--- config.mk ---
export PLATFORM = sky130hd
export DESIGN_NAME = hsm_transition_resolver_flat
export DESIGN_NICKNAME = d
export VERILOG_FILES = /design/src/design/htr_pkg.sv /design/src/design/htr_req_if.sv /design/src/design/htr_rsp_if.sv /design/src/design/htr_ram.sv /design/src/design/htr_match.sv /design/src/design/hsm_transition_resolver.sv /design/src/flat_wrapper.sv
export VERILOG_INCLUDE_DIRS = /design/src /design/src/design
export SDC_FILE = /design/constraint.sdc
export NUM_CORES = 2
export LEC_CHECK = 0
export BUFFER_PORTS_ARGS = -buffer_cell sky130_fd_sc_hd__buf_2
export CAP_MARGIN = 20
export CORE_MARGIN = 1
export CORE_UTILIZATION = 38
export DETAILED_ROUTE_END_ITERATION = 10
export PLACE_DENSITY = 0.55
export SYNTH_ARGS = -nofsm -noshare
export SYNTH_HDL_FRONTEND = slang
export SYNTH_SLANG_ARGS = --single-unit
export TNS_END_PERCENT = 1
--- constraint.sdc ---
create_clock -name clock -period 9.35 [get_ports clock]
set_input_delay 0.4675 -clock clock [delete_from_list [all_inputs] [get_ports clock]]
set_output_delay 0.4675 -clock clock [all_outputs]
set_load 0.05 [all_outputs]
--- src/design/hsm_transition_resolver_macros.svh ---
`ifndef HSM_TRANSITION_RESOLVER_MACROS_SVH
`define HSM_TRANSITION_RESOLVER_MACROS_SVH

// same-cycle implication
`define HTR_ASSERT_IMPLY(label, clk, rst, ante, cons, msg) \
   label: assert property (@(posedge clk) disable iff (rst) (ante) |-> (cons)) else $error(msg);

// next-cycle implication
`define HTR_ASSERT_NEXT(label, clk, rst, ante, cons, msg) \
   label: assert property (@(posedge clk) disable iff (rst) (ante) |=> (cons)) else $error(msg);

`endif

--- src/design/htr_pkg.sv ---
package htr_pkg;

   typedef logic [7:0] sid_type;

   typedef enum logic [1:0] {
      MODE_EVENT    = 2'd0,
      MODE_WR_TRANS = 2'd1,
      MODE_WR_STATE = 2'd2,
      MODE_RESTART  = 2'd3
   } mode_type;

   typedef enum logic [1:0] {
      STS_DONE    = 2'd0,
      STS_NOMATCH = 2'd1,
      STS_ABOVE   = 2'd2,
      STS_SAME    = 2'd3
   } status_type;

   typedef enum logic [1:0] {
      REG_INITIAL = 2'd0,
      REG_MAX     = 2'd1,
      REG_NTRANS  = 2'd2,
      REG_NSTATES = 2'd3
   } reg_index_type;

   typedef enum logic [1:0] {
      SEQ_IDLE,
      SEQ_TSCAN,
      SEQ_SSCAN,
      SEQ_FINISH
   } seq_state_type;

   typedef struct packed {
      sid_type    sid;
      logic [7:0] code;
      logic       any;
      sid_type    target;
   } trans_entry_type;

   typedef struct packed {
      sid_type sid;
      sid_type parent;
   } state_entry_type;

   typedef struct packed {
      logic       use_state;
      logic       level0;
      sid_type    level_id;
      sid_type    state_sid;
      sid_type    trans_sid;
      logic [7:0] trans_code;
      logic       trans_any;
      logic [7:0] ev_code;
      logic       ev_any;
   } match_req_type;

   typedef struct packed {
      logic sid_eq;
      logic trans_hit;
   } match_rsp_type;

   localparam int TRANS_W = $bits(trans_entry_type);
   localparam int STATE_W = $bits(state_entry_type);

endpackage

--- src/design/htr_req_if.sv ---
interface htr_req_if import htr_pkg::*; ();
   logic       valid;
   logic       ready;
   logic [1:0] mode;
   logic [5:0] index;
   logic [7:0] state_id;
   logic [7:0] event_code;
   logic       event_any;
   logic [7:0] next_state;
   logic [7:0] parent_state;

   modport source (output valid, mode, index, state_id, event_code, event_any,
                   next_state, parent_state, input ready);
   modport sink (input valid, mode, index, state_id, event_code, event_any,
                 next_state, parent_state, output ready);
endinterface

--- src/design/htr_rsp_if.sv ---
interface htr_rsp_if import htr_pkg::*; ();
   logic       valid;
   logic       ready;
   logic [1:0] status;
   logic       exit_fired;
   logic       entry_fired;
   sid_type    left_state;
   sid_type    target_state;
   sid_type    current_state;

   modport source (output valid, status, exit_fired, entry_fired, left_state,
                   target_state, current_state, input ready);
   modport sink (input valid, status, exit_fired, entry_fired, left_state,
                 target_state, current_state, output ready);
endinterface

--- src/design/htr_ram.sv ---
module htr_ram #(
   parameter int WIDTH = 8,
   parameter int DEPTH = 16,
   parameter int AW    = (DEPTH > 1) ? $clog2(DEPTH) : 1
) (
   input  logic             clock,
   input  logic             we,
   input  logic [AW-1:0]    waddr,
   input  logic [WIDTH-1:0] wdata,
   input  logic [AW-1:0]    raddr,
   output logic [WIDTH-1:0] rdata
);

   logic [WIDTH-1:0] mem_ff [DEPTH];
   logic [WIDTH-1:0] rdata_ff;

   always_ff @(posedge clock) begin
      if (we) begin
         mem_ff[waddr] <= wdata;
      end
      rdata_ff <= mem_ff[raddr];
   end

   assign rdata = rdata_ff;

endmodule

--- src/design/htr_match.sv ---
module htr_match import htr_pkg::*; (
   input  match_req_type mreq,
   output match_rsp_type mrsp
);

   sid_type cmp_sid;
   logic    ev_ok;

   // one id comparator shared by the transition and state scans
   always_comb begin
      cmp_sid = mreq.use_state ? mreq.state_sid : mreq.trans_sid;
      mrsp.sid_eq = (cmp_sid == mreq.level_id);
      ev_ok = (mreq.level0 && mreq.trans_any) ||
              ((mreq.trans_any == mreq.ev_any) &&
               (mreq.trans_any || (mreq.trans_code == mreq.ev_code)));
      mrsp.trans_hit = mrsp.sid_eq && ev_ok;
   end

endmodule

--- src/design/hsm_transition_resolver.sv ---
// Channel | Dir | Carries
// req_ch  | in  | event, table write or restart transaction
// rsp_ch  | out | one result per transaction
// csr_*   | in  | APB-style register port, pready tied high
//
// Write and restart transactions go from idle straight to the finish step, then wait for the output.
// An event runs per hierarchy level, for at most MAX_LEVELS levels, a transition
// scan and, if no transition matches, a state scan, one table entry a cycle through
// each RAM read port and the shared id comparator.
// Reset clears control and registers only; tables are undefined until written.
// A stalled result holds the block in its finish step; req_ch.ready is low meanwhile.
`include "hsm_transition_resolver_macros.svh"

module hsm_transition_resolver import htr_pkg::*; #(
   parameter int TRANS_DEPTH = 64,
   parameter int STATE_DEPTH = 32,
   parameter int MAX_LEVELS  = 8
) (
   input  logic        clock,
   input  logic        reset,
   htr_req_if.sink     req_ch,
   htr_rsp_if.source   rsp_ch,
   input  logic        csr_psel,
   input  logic        csr_penable,
   input  logic        csr_pwrite,
   input  logic [3:0]  csr_paddr,
   input  logic [31:0] csr_pwdata,
   output logic [31:0] csr_prdata,
   output logic        csr_pready
);

   localparam int TAW = (TRANS_DEPTH > 1) ? $clog2(TRANS_DEPTH) : 1;
   localparam int SAW = (STATE_DEPTH > 1) ? $clog2(STATE_DEPTH) : 1;
   localparam int CNTMAX = (TRANS_DEPTH > STATE_DEPTH) ? TRANS_DEPTH : STATE_DEPTH;
   localparam int CW = $clog2(CNTMAX + 1);
   localparam int LW = (MAX_LEVELS > 1) ? $clog2(MAX_LEVELS) : 1;

   // configuration
   sid_type    init_ff, max_ff;
   logic [6:0] ntrans_ff;
   logic [5:0] nstates_ff;
   logic       cfg_wr;

   assign csr_pready = 1'b1;
   assign cfg_wr = csr_psel && csr_penable && csr_pwrite;

   always_ff @(posedge clock) begin
      if (reset) begin
         init_ff    <= '0;
         max_ff     <= 8'hff;
         ntrans_ff  <= '0;
         nstates_ff <= '0;
      end else if (cfg_wr) begin
         case (reg_index_type'(csr_paddr[3:2]))
            REG_INITIAL: init_ff    <= csr_pwdata[7:0];
            REG_MAX:     max_ff     <= csr_pwdata[7:0];
            REG_NTRANS:  ntrans_ff  <= csr_pwdata[6:0];
            REG_NSTATES: nstates_ff <= csr_pwdata[5:0];
            default: ;
         endcase
      end
   end

   always_comb begin
      case (reg_index_type'(csr_paddr[3:2]))
         REG_INITIAL: csr_prdata = {24'd0, init_ff};
         REG_MAX:     csr_prdata = {24'd0, max_ff};
         REG_NTRANS:  csr_prdata = {25'd0, ntrans_ff};
         REG_NSTATES: csr_prdata = {26'd0, nstates_ff};
         default:     csr_prdata = '0;
      endcase
   end

   // sequencer registers
   seq_state_type state_ff, state_in;
   logic [CW-1:0] cnt_ff, cnt_in;
   logic          pend_ff, pend_in;
   logic [LW-1:0] level_ff, level_in;
   sid_type       lid_ff, lid_in;
   logic          hit_ff, hit_in;
   sid_type       tgt_ff, tgt_in;
   mode_type      mode_ff, mode_in;
   logic [7:0]    code_ff, code_in;
   logic          any_ff, any_in;
   sid_type       ps_ff, ps_in;

   logic          rsp_valid_ff, rsp_valid_in;
   status_type    rsp_status_ff, rsp_status_in;
   logic          rsp_exit_ff, rsp_exit_in;
   logic          rsp_entry_ff, rsp_entry_in;
   sid_type       rsp_left_ff, rsp_left_in;
   sid_type       rsp_tgt_ff, rsp_tgt_in;
   sid_type       rsp_cur_ff, rsp_cur_in;

   logic [CW-1:0] nt, ns;
   logic          issue, accept, load;

   // tables
   logic            t_we, s_we;
   trans_entry_type t_wdata, t_rdata;
   state_entry_type s_wdata, s_rdata;

   htr_ram #(.WIDTH(TRANS_W), .DEPTH(TRANS_DEPTH)) u_trans_ram (
      .clock (clock),
      .we    (t_we),
      .waddr (TAW'(req_ch.index)),
      .wdata (t_wdata),
      .raddr (cnt_ff[TAW-1:0]),
      .rdata (t_rdata)
   );

   htr_ram #(.WIDTH(STATE_W), .DEPTH(STATE_DEPTH)) u_state_ram (
      .clock (clock),
      .we    (s_we),
      .waddr (SAW'(req_ch.index)),
      .wdata (s_wdata),
      .raddr (cnt_ff[SAW-1:0]),
      .rdata (s_rdata)
   );

   match_req_type mreq;
   match_rsp_type mrsp;

   htr_match u_match (
      .mreq (mreq),
      .mrsp (mrsp)
   );

   always_comb begin
      mreq.use_state  = (state_ff == SEQ_SSCAN);
      mreq.level0     = (level_ff == '0);
      mreq.level_id   = lid_ff;
      mreq.state_sid  = s_rdata.sid;
      mreq.trans_sid  = t_rdata.sid;
      mreq.trans_code = t_rdata.code;
      mreq.trans_any  = t_rdata.any;
      mreq.ev_code    = code_ff;
      mreq.ev_any     = any_ff;
   end

   always_comb begin
      if (int'(ntrans_ff) > TRANS_DEPTH) begin
         nt = CW'(TRANS_DEPTH);
      end else begin
         nt = CW'(ntrans_ff);
      end
      if (int'(nstates_ff) > STATE_DEPTH) begin
         ns = CW'(STATE_DEPTH);
      end else begin
         ns = CW'(nstates_ff);
      end
   end

   assign req_ch.ready = (state_ff == SEQ_IDLE);
   assign accept = req_ch.valid && req_ch.ready;

   always_comb begin
      t_wdata.sid    = req_ch.state_id;
      t_wdata.code   = req_ch.event_code;
      t_wdata.any    = req_ch.event_any;
      t_wdata.target = req_ch.next_state;
      s_wdata.sid    = req_ch.state_id;
      s_wdata.parent = req_ch.parent_state;
      t_we = accept && (mode_type'(req_ch.mode) == MODE_WR_TRANS) &&
             (int'(req_ch.index) < TRANS_DEPTH);
      s_we = accept && (mode_type'(req_ch.mode) == MODE_WR_STATE) &&
             (int'(req_ch.index) < STATE_DEPTH);
   end

   always_ff @(posedge clock) begin
      if (reset) begin
         state_ff     <= SEQ_IDLE;
         cnt_ff       <= '0;
         pend_ff      <= 1'b0;
         level_ff     <= '0;
         hit_ff       <= 1'b0;
         ps_ff        <= '0;
         rsp_valid_ff <= 1'b0;
      end else begin
         state_ff     <= state_in;
         cnt_ff       <= cnt_in;
         pend_ff      <= pend_in;
         level_ff     <= level_in;
         hit_ff       <= hit_in;
         ps_ff        <= ps_in;
         rsp_valid_ff <= rsp_valid_in;
      end
   end

   always_ff @(posedge clock) begin
      lid_ff        <= lid_in;
      tgt_ff        <= tgt_in;
      mode_ff       <= mode_in;
      code_ff       <= code_in;
      any_ff        <= any_in;
      rsp_status_ff <= rsp_status_in;
      rsp_exit_ff   <= rsp_exit_in;
      rsp_entry_ff  <= rsp_entry_in;
      rsp_left_ff   <= rsp_left_in;
      rsp_tgt_ff    <= rsp_tgt_in;
      rsp_cur_ff    <= rsp_cur_in;
   end

   always_comb begin
      state_in      = state_ff;
      cnt_in        = cnt_ff;
      pend_in       = pend_ff;
      level_in      = level_ff;
      lid_in        = lid_ff;
      hit_in        = hit_ff;
      tgt_in        = tgt_ff;
      mode_in       = mode_ff;
      code_in       = code_ff;
      any_in        = any_ff;
      ps_in         = ps_ff;
      rsp_valid_in  = rsp_valid_ff && !rsp_ch.ready;
      rsp_status_in = rsp_status_ff;
      rsp_exit_in   = rsp_exit_ff;
      rsp_entry_in  = rsp_entry_ff;
      rsp_left_in   = rsp_left_ff;
      rsp_tgt_in    = rsp_tgt_ff;
      rsp_cur_in    = rsp_cur_ff;
      issue         = 1'b0;
      load          = 1'b0;

      case (state_ff)
         SEQ_IDLE: begin
            if (accept) begin
               mode_in  = mode_type'(req_ch.mode);
               code_in  = req_ch.event_code;
               any_in   = req_ch.event_any;
               cnt_in   = '0;
               pend_in  = 1'b0;
               level_in = '0;
               lid_in   = ps_ff;
               hit_in   = 1'b0;
               tgt_in   = '0;
               if (mode_type'(req_ch.mode) == MODE_EVENT) begin
                  state_in = SEQ_TSCAN;
               end else begin
                  state_in = SEQ_FINISH;
               end
            end
         end
         SEQ_TSCAN: begin
            issue   = (cnt_ff < nt);
            pend_in = issue;
            if (issue) begin
               cnt_in = cnt_ff + 1'b1;
            end
            if (pend_ff && mrsp.trans_hit) begin
               hit_in   = 1'b1;
               tgt_in   = t_rdata.target;
               state_in = SEQ_FINISH;
            end else if (!issue && !pend_ff) begin
               cnt_in   = '0;
               pend_in  = 1'b0;
               state_in = SEQ_SSCAN;
            end
         end
         SEQ_SSCAN: begin
            issue   = (cnt_ff < ns);
            pend_in = issue;
            if (issue) begin
               cnt_in = cnt_ff + 1'b1;
            end
            if (pend_ff && mrsp.sid_eq) begin
               if (level_ff == LW'(MAX_LEVELS - 1)) begin
                  state_in = SEQ_FINISH;
               end else begin
                  lid_in   = s_rdata.parent;
                  level_in = level_ff + 1'b1;
                  cnt_in   = '0;
                  pend_in  = 1'b0;
                  state_in = SEQ_TSCAN;
               end
            end else if (!issue && !pend_ff) begin
               state_in = SEQ_FINISH;
            end
         end
         SEQ_FINISH: begin
            load = !rsp_valid_ff || rsp_ch.ready;
            if (load) begin
               rsp_valid_in  = 1'b1;
               rsp_status_in = STS_DONE;
               rsp_exit_in   = 1'b0;
               rsp_entry_in  = 1'b0;
               rsp_left_in   = ps_ff;
               rsp_tgt_in    = '0;
               case (mode_ff)
                  MODE_RESTART: begin
                     rsp_entry_in = 1'b1;
                     rsp_tgt_in   = init_ff;
                     ps_in        = init_ff;
                  end
                  MODE_EVENT: begin
                     if (!hit_ff) begin
                        rsp_status_in = STS_NOMATCH;
                     end else if (tgt_ff == ps_ff) begin
                        rsp_status_in = STS_SAME;
                        rsp_tgt_in    = tgt_ff;
                     end else begin
                        rsp_tgt_in  = tgt_ff;
                        rsp_exit_in = 1'b1;
                        if (tgt_ff <= max_ff) begin
                           rsp_entry_in = 1'b1;
                           ps_in        = tgt_ff;
                        end else begin
                           rsp_status_in = STS_ABOVE;
                        end
                     end
                  end
                  default: ;
               endcase
               rsp_cur_in = ps_in;
               state_in   = SEQ_IDLE;
            end
         end
         default: state_in = SEQ_IDLE;
      endcase
   end

   assign rsp_ch.valid         = rsp_valid_ff;
   assign rsp_ch.status        = rsp_status_ff;
   assign rsp_ch.exit_fired    = rsp_exit_ff;
   assign rsp_ch.entry_fired   = rsp_entry_ff;
   assign rsp_ch.left_state    = rsp_left_ff;
   assign rsp_ch.target_state  = rsp_tgt_ff;
   assign rsp_ch.current_state = rsp_cur_ff;

   `HTR_ASSERT_NEXT(a_rsp_from_finish, clock, reset, (state_ff != SEQ_FINISH) && !rsp_valid_ff, !rsp_valid_ff, "result appeared outside finish step")
   `HTR_ASSERT_NEXT(a_ps_stable, clock, reset, state_ff != SEQ_FINISH, $stable(ps_ff), "present state changed outside finish step")
   `HTR_ASSERT_IMPLY(a_level_bound, clock, reset, 1'b1, level_ff <= LW'(MAX_LEVELS - 1), "hierarchy level beyond limit")
   `HTR_ASSERT_IMPLY(a_entry_cur, clock, reset, rsp_valid_ff && rsp_entry_ff, rsp_cur_ff == rsp_tgt_ff, "entry reported but current state is not the target")

endmodule
--- src/flat_wrapper.sv ---
// flat-port wrapper written by rule: the top's interface ports become plain ports
module hsm_transition_resolver_flat import htr_pkg::*;
#(
   parameter int TRANS_DEPTH = 64,
   parameter int STATE_DEPTH = 32,
   parameter int MAX_LEVELS  = 8
)
  (clock, reset, csr_psel, csr_penable, csr_pwrite, csr_paddr, csr_pwdata, csr_prdata, csr_pready, req_ch_valid, req_ch_mode, req_ch_index, req_ch_state_id, req_ch_event_code, req_ch_event_any, req_ch_next_state, req_ch_parent_state, req_ch_ready, rsp_ch_valid, rsp_ch_status, rsp_ch_exit_fired, rsp_ch_entry_fired, rsp_ch_left_state, rsp_ch_target_state, rsp_ch_current_state, rsp_ch_ready);
  htr_req_if req_ch_i ();
  htr_rsp_if rsp_ch_i ();
  input  logic clock;
  input  logic reset;
  input  logic csr_psel;
  input  logic csr_penable;
  input  logic csr_pwrite;
  input  logic [3:0] csr_paddr;
  input  logic [31:0] csr_pwdata;
  output logic [31:0] csr_prdata;
  output logic csr_pready;
  input wire logic [$bits(req_ch_i.valid)-1:0] req_ch_valid;
  input wire logic [$bits(req_ch_i.mode)-1:0] req_ch_mode;
  input wire logic [$bits(req_ch_i.index)-1:0] req_ch_index;
  input wire logic [$bits(req_ch_i.state_id)-1:0] req_ch_state_id;
  input wire logic [$bits(req_ch_i.event_code)-1:0] req_ch_event_code;
  input wire logic [$bits(req_ch_i.event_any)-1:0] req_ch_event_any;
  input wire logic [$bits(req_ch_i.next_state)-1:0] req_ch_next_state;
  input wire logic [$bits(req_ch_i.parent_state)-1:0] req_ch_parent_state;
  output wire logic [$bits(req_ch_i.ready)-1:0] req_ch_ready;
  output wire logic [$bits(rsp_ch_i.valid)-1:0] rsp_ch_valid;
  output wire logic [$bits(rsp_ch_i.status)-1:0] rsp_ch_status;
  output wire logic [$bits(rsp_ch_i.exit_fired)-1:0] rsp_ch_exit_fired;
  output wire logic [$bits(rsp_ch_i.entry_fired)-1:0] rsp_ch_entry_fired;
  output wire logic [$bits(rsp_ch_i.left_state)-1:0] rsp_ch_left_state;
  output wire logic [$bits(rsp_ch_i.target_state)-1:0] rsp_ch_target_state;
  output wire logic [$bits(rsp_ch_i.current_state)-1:0] rsp_ch_current_state;
  input wire logic [$bits(rsp_ch_i.ready)-1:0] rsp_ch_ready;
  assign req_ch_i.valid = req_ch_valid;
  assign req_ch_i.mode = req_ch_mode;
  assign req_ch_i.index = req_ch_index;
  assign req_ch_i.state_id = req_ch_state_id;
  assign req_ch_i.event_code = req_ch_event_code;
  assign req_ch_i.event_any = req_ch_event_any;
  assign req_ch_i.next_state = req_ch_next_state;
  assign req_ch_i.parent_state = req_ch_parent_state;
  assign req_ch_ready = req_ch_i.ready;
  assign rsp_ch_valid = rsp_ch_i.valid;
  assign rsp_ch_status = rsp_ch_i.status;
  assign rsp_ch_exit_fired = rsp_ch_i.exit_fired;
  assign rsp_ch_entry_fired = rsp_ch_i.entry_fired;
  assign rsp_ch_left_state = rsp_ch_i.left_state;
  assign rsp_ch_target_state = rsp_ch_i.target_state;
  assign rsp_ch_current_state = rsp_ch_i.current_state;
  assign rsp_ch_i.ready = rsp_ch_ready;
  hsm_transition_resolver #(.TRANS_DEPTH(TRANS_DEPTH), .STATE_DEPTH(STATE_DEPTH), .MAX_LEVELS(MAX_LEVELS)) u_core (.clock(clock), .reset(reset), .req_ch(req_ch_i), .rsp_ch(rsp_ch_i), .csr_psel(csr_psel), .csr_penable(csr_penable), .csr_pwrite(csr_pwrite), .csr_paddr(csr_paddr), .csr_pwdata(csr_pwdata), .csr_prdata(csr_prdata), .csr_pready(csr_pready));
endmodule
# Yosys cells after proc, flatten, opt, wreduce, memory -nomap -nowiden

Memory sizes are Yosys's and may differ from the RTL's. A register that Yosys moved wholly into a read port is not among the register bits.
Cells that the tools add are included.

Eq/ne operators: 21
Magnitude comparators: 6
Reductions and logical operators: 41
Mux-type cells: 60
$add $sub $neg: 2

Operators with widths:

| cell                                                                  | number |
|---|---|
| 32-bit one-hot mux with 4 select lines                                | 1 |
| 8-bit 2-to-1 mux                                                      | 10 |
| 8-bit one-hot mux with 2 select lines                                 | 4 |
| 7-bit 2-to-1 mux                                                      | 8 |
| 8-bit equality test                                                   | 3 |
| 7-bit one-hot mux with 3 select lines                                 | 1 |
| 2-bit 2-to-1 mux                                                      | 10 |
| 1-bit 2-to-1 mux                                                      | 17 |
| 2-bit AND reduction                                                   | 8 |
| 1-bit logical AND                                                     | 14 |
| 2-bit equality test, second input constant                            | 6 |
| 3-bit 2-to-1 mux                                                      | 3 |
| 8-bit less-or-equal comparator                                        | 1 |
| 2-bit zero test                                                       | 4 |
| 2-bit one-hot mux with 4 select lines                                 | 1 |
| 4-bit AND reduction                                                   | 2 |
| 7-bit by 1-bit adder with 7-bit output, second input constant         | 1 |
| 7-bit greater-than comparator, second input constant                  | 1 |
| 7-bit by 6-bit less-than comparator with 1-bit output                 | 1 |
| 7-bit less-than comparator                                            | 1 |
| 2-bit by 1-bit equality test with 1-bit output, second input constant | 3 |
| 6-bit greater-than comparator, second input constant                  | 1 |
| 6-bit less-than comparator, second input constant                     | 1 |
| 6-bit 2-to-1 mux                                                      | 1 |
| 15 further kinds                                                      | 27 |

Word-level logic and storage cells: 155
Memories kept: 2
Input port bits: 84
RAM bits: 2112
Output and inout bits: 63
Register bits after elaboration: 107

Memory list:

| name                      | words | bits a word | rd ports | clocked after Yosys merged registers in | wr ports | line          | RTL |
|---|---|---|---|---|---|---|---|
| u_core.u_trans_ram.mem_ff | 64    | 25          | 1        | 1                                       | 1        | htr_ram.sv:14 | `logic [WIDTH-1:0] mem_ff [DEPTH];` |
| u_core.u_state_ram.mem_ff | 32    | 16          | 1        | 1                                       | 1        | htr_ram.sv:14 |  |

# Depth between registers and ports, before layout

Depth after elaboration: 8
Gate-level depth with buffers: 11
Depth with buffers taken out: 10

# Modules after synthesis

A second synthesis with hierarchy kept.

Cell total of the unflattened synthesis: 4520
Area total of the unflattened synthesis: 88736.4 um^2

Modules (own cells, without submodules):

| module                        | times used | area each (um^2) | cells each | sequential area each (um^2) |
|---|---|---|---|---|
| htr_ram at u_core.u_trans_ram | 1          | 62497.4          | 2850       | 48546.6 |
| htr_ram at u_core.u_state_ram | 1          | 20534.7          | 1143       | 15695.1 |
| hsm_transition_resolver       | 1          | 5412.7           | 492        | 2692.6 |
| htr_match                     | 1          | 291.5            | 35         | 0.0 |

# Worst setup path before layout

No wires, ideal clock.

Kind: reg2reg
From: reg u_core.state_ff[0]
To: mem u_core.u_trans_ram.mem_ff[63][0] in the netlist's numbering, enable pin
Arrival time: 3.203 ns
Setup slack: 5.740 ns
Data required time: 8.943 ns
Cell stages (with the launch flop): 9
Path through: dfxtp_1 -> inv_1 -> ha_1 -> nand2_1 -> inv_1 -> nand2_1 -> nor2_1 -> nand3_1 -> nor2_1

Word-level cells in the longest chain between the ends: 5

RTL lines:

| what                                   | line                           | RTL |
|---|---|---|
| start: declaration                     | hsm_transition_resolver.sv:75  | `seq_state_type state_ff, state_in;` |
| start signal: assignment               | hsm_transition_resolver.sv:180 | `state_ff <= state_in;` |
| 2-bit zero test                        | hsm_transition_resolver.sv:154 | `assign req_ch.ready = (state_ff == SEQ_IDLE);` |
| via req_ch_ready                       | flat_wrapper.sv:28             | `output wire logic [$bits(req_ch_i.ready)-1:0] req_ch_ready;` |
| 1-bit logical AND                      | hsm_transition_resolver.sv:155 | `assign accept = req_ch.valid && req_ch.ready;` |
| 1-bit logical AND                      | hsm_transition_resolver.sv:164 | `t_we = accept && (mode_type'(req_ch.mode) == MODE_WR_TRANS) &&` |
| 1-bit 2-to-1 mux                       | htr_ram.sv:18                  | `if (we) begin` |
| 1-bit 2-to-1 mux (not written as such) | htr_ram.sv:19                  | `mem_ff[waddr] <= wdata;` |
| end: declaration                       | htr_ram.sv:14                  |  |

The timed path passes the listed nets, and every way through them passes these cells.

# Worst setup path after layout

From: reg u_core.state_ff[0]
To: mem u_core.u_trans_ram.mem_ff[36][13] in the netlist's numbering, enable pin

Word-level cells in the longest chain between the ends: 5

RTL lines:

| what                                   | line |
|---|---|
| 2-bit zero test                        | hsm_transition_resolver.sv:154 |
| 1-bit logical AND                      | hsm_transition_resolver.sv:155 |
| 1-bit logical AND                      | hsm_transition_resolver.sv:164 |
| 1-bit 2-to-1 mux                       | htr_ram.sv:18 |
| 1-bit 2-to-1 mux (not written as such) | htr_ram.sv:19 |

Every way passes these cells.

==> results.md <==
- The total global routing overflow is 0.
- The max-capacitance violation count is 0.
- The wire length of the first global-routing pass is slightly above 300 mm.
- The mux share of post-synthesis cell area is 18.3%.
- The die area is 231000 um^2.
- The CTS tree is yes.
- The count of nets left with antenna violations once routing finished came out at 0.
- In this run, post-CTS repair resized a total of 0 instances.
- Compared with the post-synthesis result, the final layout area differs by 14.2%.
- Clock latency on the worst-skew pair, taken at its later pin, is 0.88 ns.
- The final critical-path share of the clock period is 48.8%.
- Pin placement for this block handled 147 I/O pins.
- Across all hold checks on the routed design, the worst slack comes to 0.0861 ns.
- After Yosys synthesis, and, or, nand and nor cells account for approximately 1.8% of the synthesized area.
- The final wirelength is 218 mm.
- The core region is between 200000 and 250000 um^2.
- Across every metal layer, demand over resource in global routing totals 19.0%.
- The cell sitting at the root of the clock tree is a sky130_fd_sc_hd__clkbuf_16.
- The width of the die is roughly 480 um.
- Broken down by cell family, the worst path's largest delay share belongs to simple AND/OR/NAND/NOR gates.
- The maximum ir drop on the vdd rail is 0.000204 V.
- For the worst flop-to-flop path, the logic depth is 8.
- The maximum number of pins on one net before global-route repair is about 130.
- Counting I/O delays and the setup requirement, the final critical path takes 4.57 ns.
- The total number of yosys warnings is 0.
- Counting stages on the worst path, the most repeated cell is sky130_fd_sc_hd__nand2_1.
- The final routed wire length divided by cell count is 30.2 um.
- The final count of pins violating max slew is 0.
- The clock net sink count is between 2000 and 2500.
- Setup repair after global routing left no endpoint under its margin.
- The count of input and output buffers is 95.
- The first detailed-routing pass ran for 7 iterations.
- The hold path depth is 1.
- Yosys attributes the largest share of cell area to sky130_fd_sc_hd__edfxtp_1 75%, sky130_fd_sc_hd__mux4_2 18%, sky130_fd_sc_hd__dfxtp_1 2.1%, sky130_fd_sc_hd__nor2_1 0.65%, sky130_fd_sc_hd__nand2_1 0.51%.
- After the first detailed-routing iteration, the DRC count stood at 4848.
- For the final routed database, the setup TNS stands at 0 ns.
- STA classifies the critical path endpoint as a register.
- Measured along the y axis, the die boundary spans between 400 and 500 um.
- The layout cell share with drive strength beyond 1 is slightly above 30%.
- The routed layout has 39900 vias.
- The hold buffer count at CTS is 14.
- The H-tree was split into 4 levels.
- The HPWL after detailed placement is 120 mm.
- The worst setup path is of the reg2reg kind.
- For this run, design rule violations remaining after detail routing come to 0.
- The number of distinct library cells after synthesis is 58.
- Setup violations remaining at the end of the flow were counted as 0.
- Summed over all cells, the static leakage comes to between 30 and 40 nW.
- The number of standard cells after synthesis is 3759.
- The most repeated cell in the gate-level netlist after synthesis is sky130_fd_sc_hd__edfxtp_1.
- The number of flops mapped to enable cells by yosys is 2167.
- The clock-pin transition on the worst setup and hold timing paths is 0.06 ns.
- The critical path depth is 8.
- The total count of hold-check failures in the final report is 0.
- In this run the core area contains 175 standard-cell rows.
- The share of flip-flops with an asynchronous set or reset is 0%.
- The largest individual stage delay along the critical path comes from the cell sky130_fd_sc_hd__nor2_4.
- The area fraction of the dominant cell type after synthesis is between 70% and 80%.
- The adder-cell area share of the yosys netlist is 0.417%.
- The cell count after placement is 6791.
- For this run, the slowest stage of the critical path takes 1.08 ns.
- Once the floorplan was initialized, standard cells occupied 38.2% of the core.
- Headroom to the max-slew limit came out at 22.4%.
- The worst setup path is launched from a register.
- The last weighted congestion value of the routability-driven placer is around 0.79.
- Buffers added to address setup during post-CTS repair amount to 0.
- The layout net count is 4139.
- Power spread over the standard cell area amounts to 228 nW/um^2.
- The count of buffering cells on the critical path with inverters included is 2.
- Synthesis inferred 2260 register bits.
- The worst-case clock buffer depth is 3.
- The post-synthesis sequential area ratio is 77.0%.
- The number of global-route vias before repair was 40500.
- The flip-flop cell with the highest count after synthesis is sky130_fd_sc_hd__edfxtp_1.
- For this run, the number of standard cells in the final layout without fillers is 7231.
- The post-route clock skew is about 0.084 ns.
- The data arrival time of the critical path is ~5.0 ns.
- The run finished with clean final reports.
- STA puts the critical path data required time at 9.82 ns.
- The xor-xnor portion of the synthesized cell area is 0.282%.
- The number of antenna violations at the first check in global routing came to 26.
- In this run the worst path has a maximum fanout of 25.
- The post-synthesis cell area is 86900 um^2.
- The number of buffers added by the clock tree synthesis step is 224.
- The dominant combinational cell family by area after synthesis is multiplexers.
- The signal on the critical path passes through inv_1 -> ha_1 -> nand2_1 -> inv_1 -> nand2_1 -> nor2_1 -> nand2_1 -> nor2_4.
- The fraction of the mapped netlist area in compound gates is 0.913%.
- Using the TritonRoute via totals, the vias-per-cell ratio works out to 5.52.
- After synthesis, the most frequently instantiated cells are 2167 x sky130_fd_sc_hd__edfxtp_1, 686 x sky130_fd_sc_hd__mux4_2, 151 x sky130_fd_sc_hd__nor2_1.
- A synthesized cell averages 23.1 um^2.
- The worst-margin pin slew is approximately 1.2 ns.
- Based on the critical path, the design can be clocked at up to 219 MHz.
- The dominant cell type by area after synthesis is sky130_fd_sc_hd__edfxtp_1.
- The class of the tightest hold or removal check is in2reg.
logic make-up (layout without fill, tap and decap cells):
logic type | count (synthesis) | after routing
multiplexers | 731 | 731
flip-flops | 2260 | 2260
other | 2 | 31
AND/OR/NAND/NOR | 355 | 355
AO/OA/AOI/OAI | 109 | 109
buffers and inverters | 245 | 679
XOR/XNOR | 28 | 28
adder cells (fa/ha/maj) | 29 | 29
where the power goes:
group          internal (mW)  switching [mW]
Combinational           1.27            1.39
Sequential              11.2           0.123
Clock                   4.85            3.83
layer usage:
metal | wire length [um] | vias to the layer above | track usage, %
li1 | - | 16400 | -
met1 | 94600 | 21900 | 27.3
met2 | 107000 | 1363 | 30.6
met3 | 13200 | 264 | 2.76
met4 | 3950 | 6 | 4.55
met5 | 45 | - | 0
registers in the layout, summed over array words and instances, names as in the netlist, 6 cells and up:
signal,count
u_core.cnt_ff,7
u_core.code_ff,8
u_core.init_ff,8
u_core.lid_ff,8
u_core.max_ff,8
u_core.nstates_ff,6
u_core.ntrans_ff,7
u_core.ps_ff,8
u_core.rsp_ch.current_state,8
u_core.rsp_ch.left_state,8
u_core.rsp_ch.target_state,8
u_core.tgt_ff,8
u_core.u_state_ram.mem_ff,512
u_core.u_state_ram.rdata,16
u_core.u_trans_ram.mem_ff,1600
u_core.u_trans_ram.rdata,25
placed cells by master (no fill, tap or decap), types with 12 or more instances in the layout:
cell type,instances
sky130_fd_sc_hd__a21oi_1,13
sky130_fd_sc_hd__a22o_1,29
sky130_fd_sc_hd__and2_1,15
sky130_fd_sc_hd__and3_1,12
sky130_fd_sc_hd__buf_12,13
sky130_fd_sc_hd__buf_2,87
sky130_fd_sc_hd__buf_4,110
sky130_fd_sc_hd__bufinv_16,13
sky130_fd_sc_hd__clkbuf_1,71
sky130_fd_sc_hd__clkbuf_16,226
sky130_fd_sc_hd__clkinv_1,49
sky130_fd_sc_hd__clkinv_2,35
sky130_fd_sc_hd__conb_1,25
sky130_fd_sc_hd__dfxtp_1,89
sky130_fd_sc_hd__dlygate4sd3_1,14
sky130_fd_sc_hd__edfxtp_1,2167
sky130_fd_sc_hd__ha_1,29
sky130_fd_sc_hd__inv_1,30
sky130_fd_sc_hd__mux2i_1,36
sky130_fd_sc_hd__mux4_2,686
sky130_fd_sc_hd__nand2_1,119
sky130_fd_sc_hd__nand3_1,15
sky130_fd_sc_hd__nor2_1,57
sky130_fd_sc_hd__nor2_2,21
sky130_fd_sc_hd__nor2_4,73
sky130_fd_sc_hd__o21ai_0,14
sky130_fd_sc_hd__xnor2_1,14
sky130_fd_sc_hd__xor2_1,14
final cells by class:
cell class              count  area, um^2
repair buffers            230        1830
multi-input cells        1277       19600
diodes                      6        15.0
fillers                 19200      128000
clock inverters           115        1070
inverters                  33         131
clock buffers             301        5980
flip-flops and latches   2260       66900
well taps                3009        3760
final timing paths:
kind | start | endpoint | slack (ns)
hold / removal | req_ch_event_code[1] | u_core.u_trans_ram.mem_ff[26][10] | 0.09
hold reg to reg | u_core.u_trans_ram.rdata[0] | u_core.tgt_ff[0] | 0.52
setup reg to reg | u_core.state_ff[0] | u_core.u_trans_ram.mem_ff[36][13] | 4.78
setup / recovery | u_core.state_ff[0] | u_core.u_trans_ram.mem_ff[36][13] | 4.78
stage by stage:
step | instance area [um^2] | total power, mW | util (%) | setup slack (ns)
finish | 99300 | 22.7 | 43.7 | 4.78
global route | 99300 | 23.4 | 43.7 | 4.58
CTS | 99200 | 22.9 | 43.6 | 4.81
detailed placement | 92000 | 14.3 | 40.5 | 4.86
global placement | 91800 | 14.3 | 40.4 | 4.81
floorplan | 87000 | 13.5 | - | 5.74
Power figures use the tool's default switching activity.
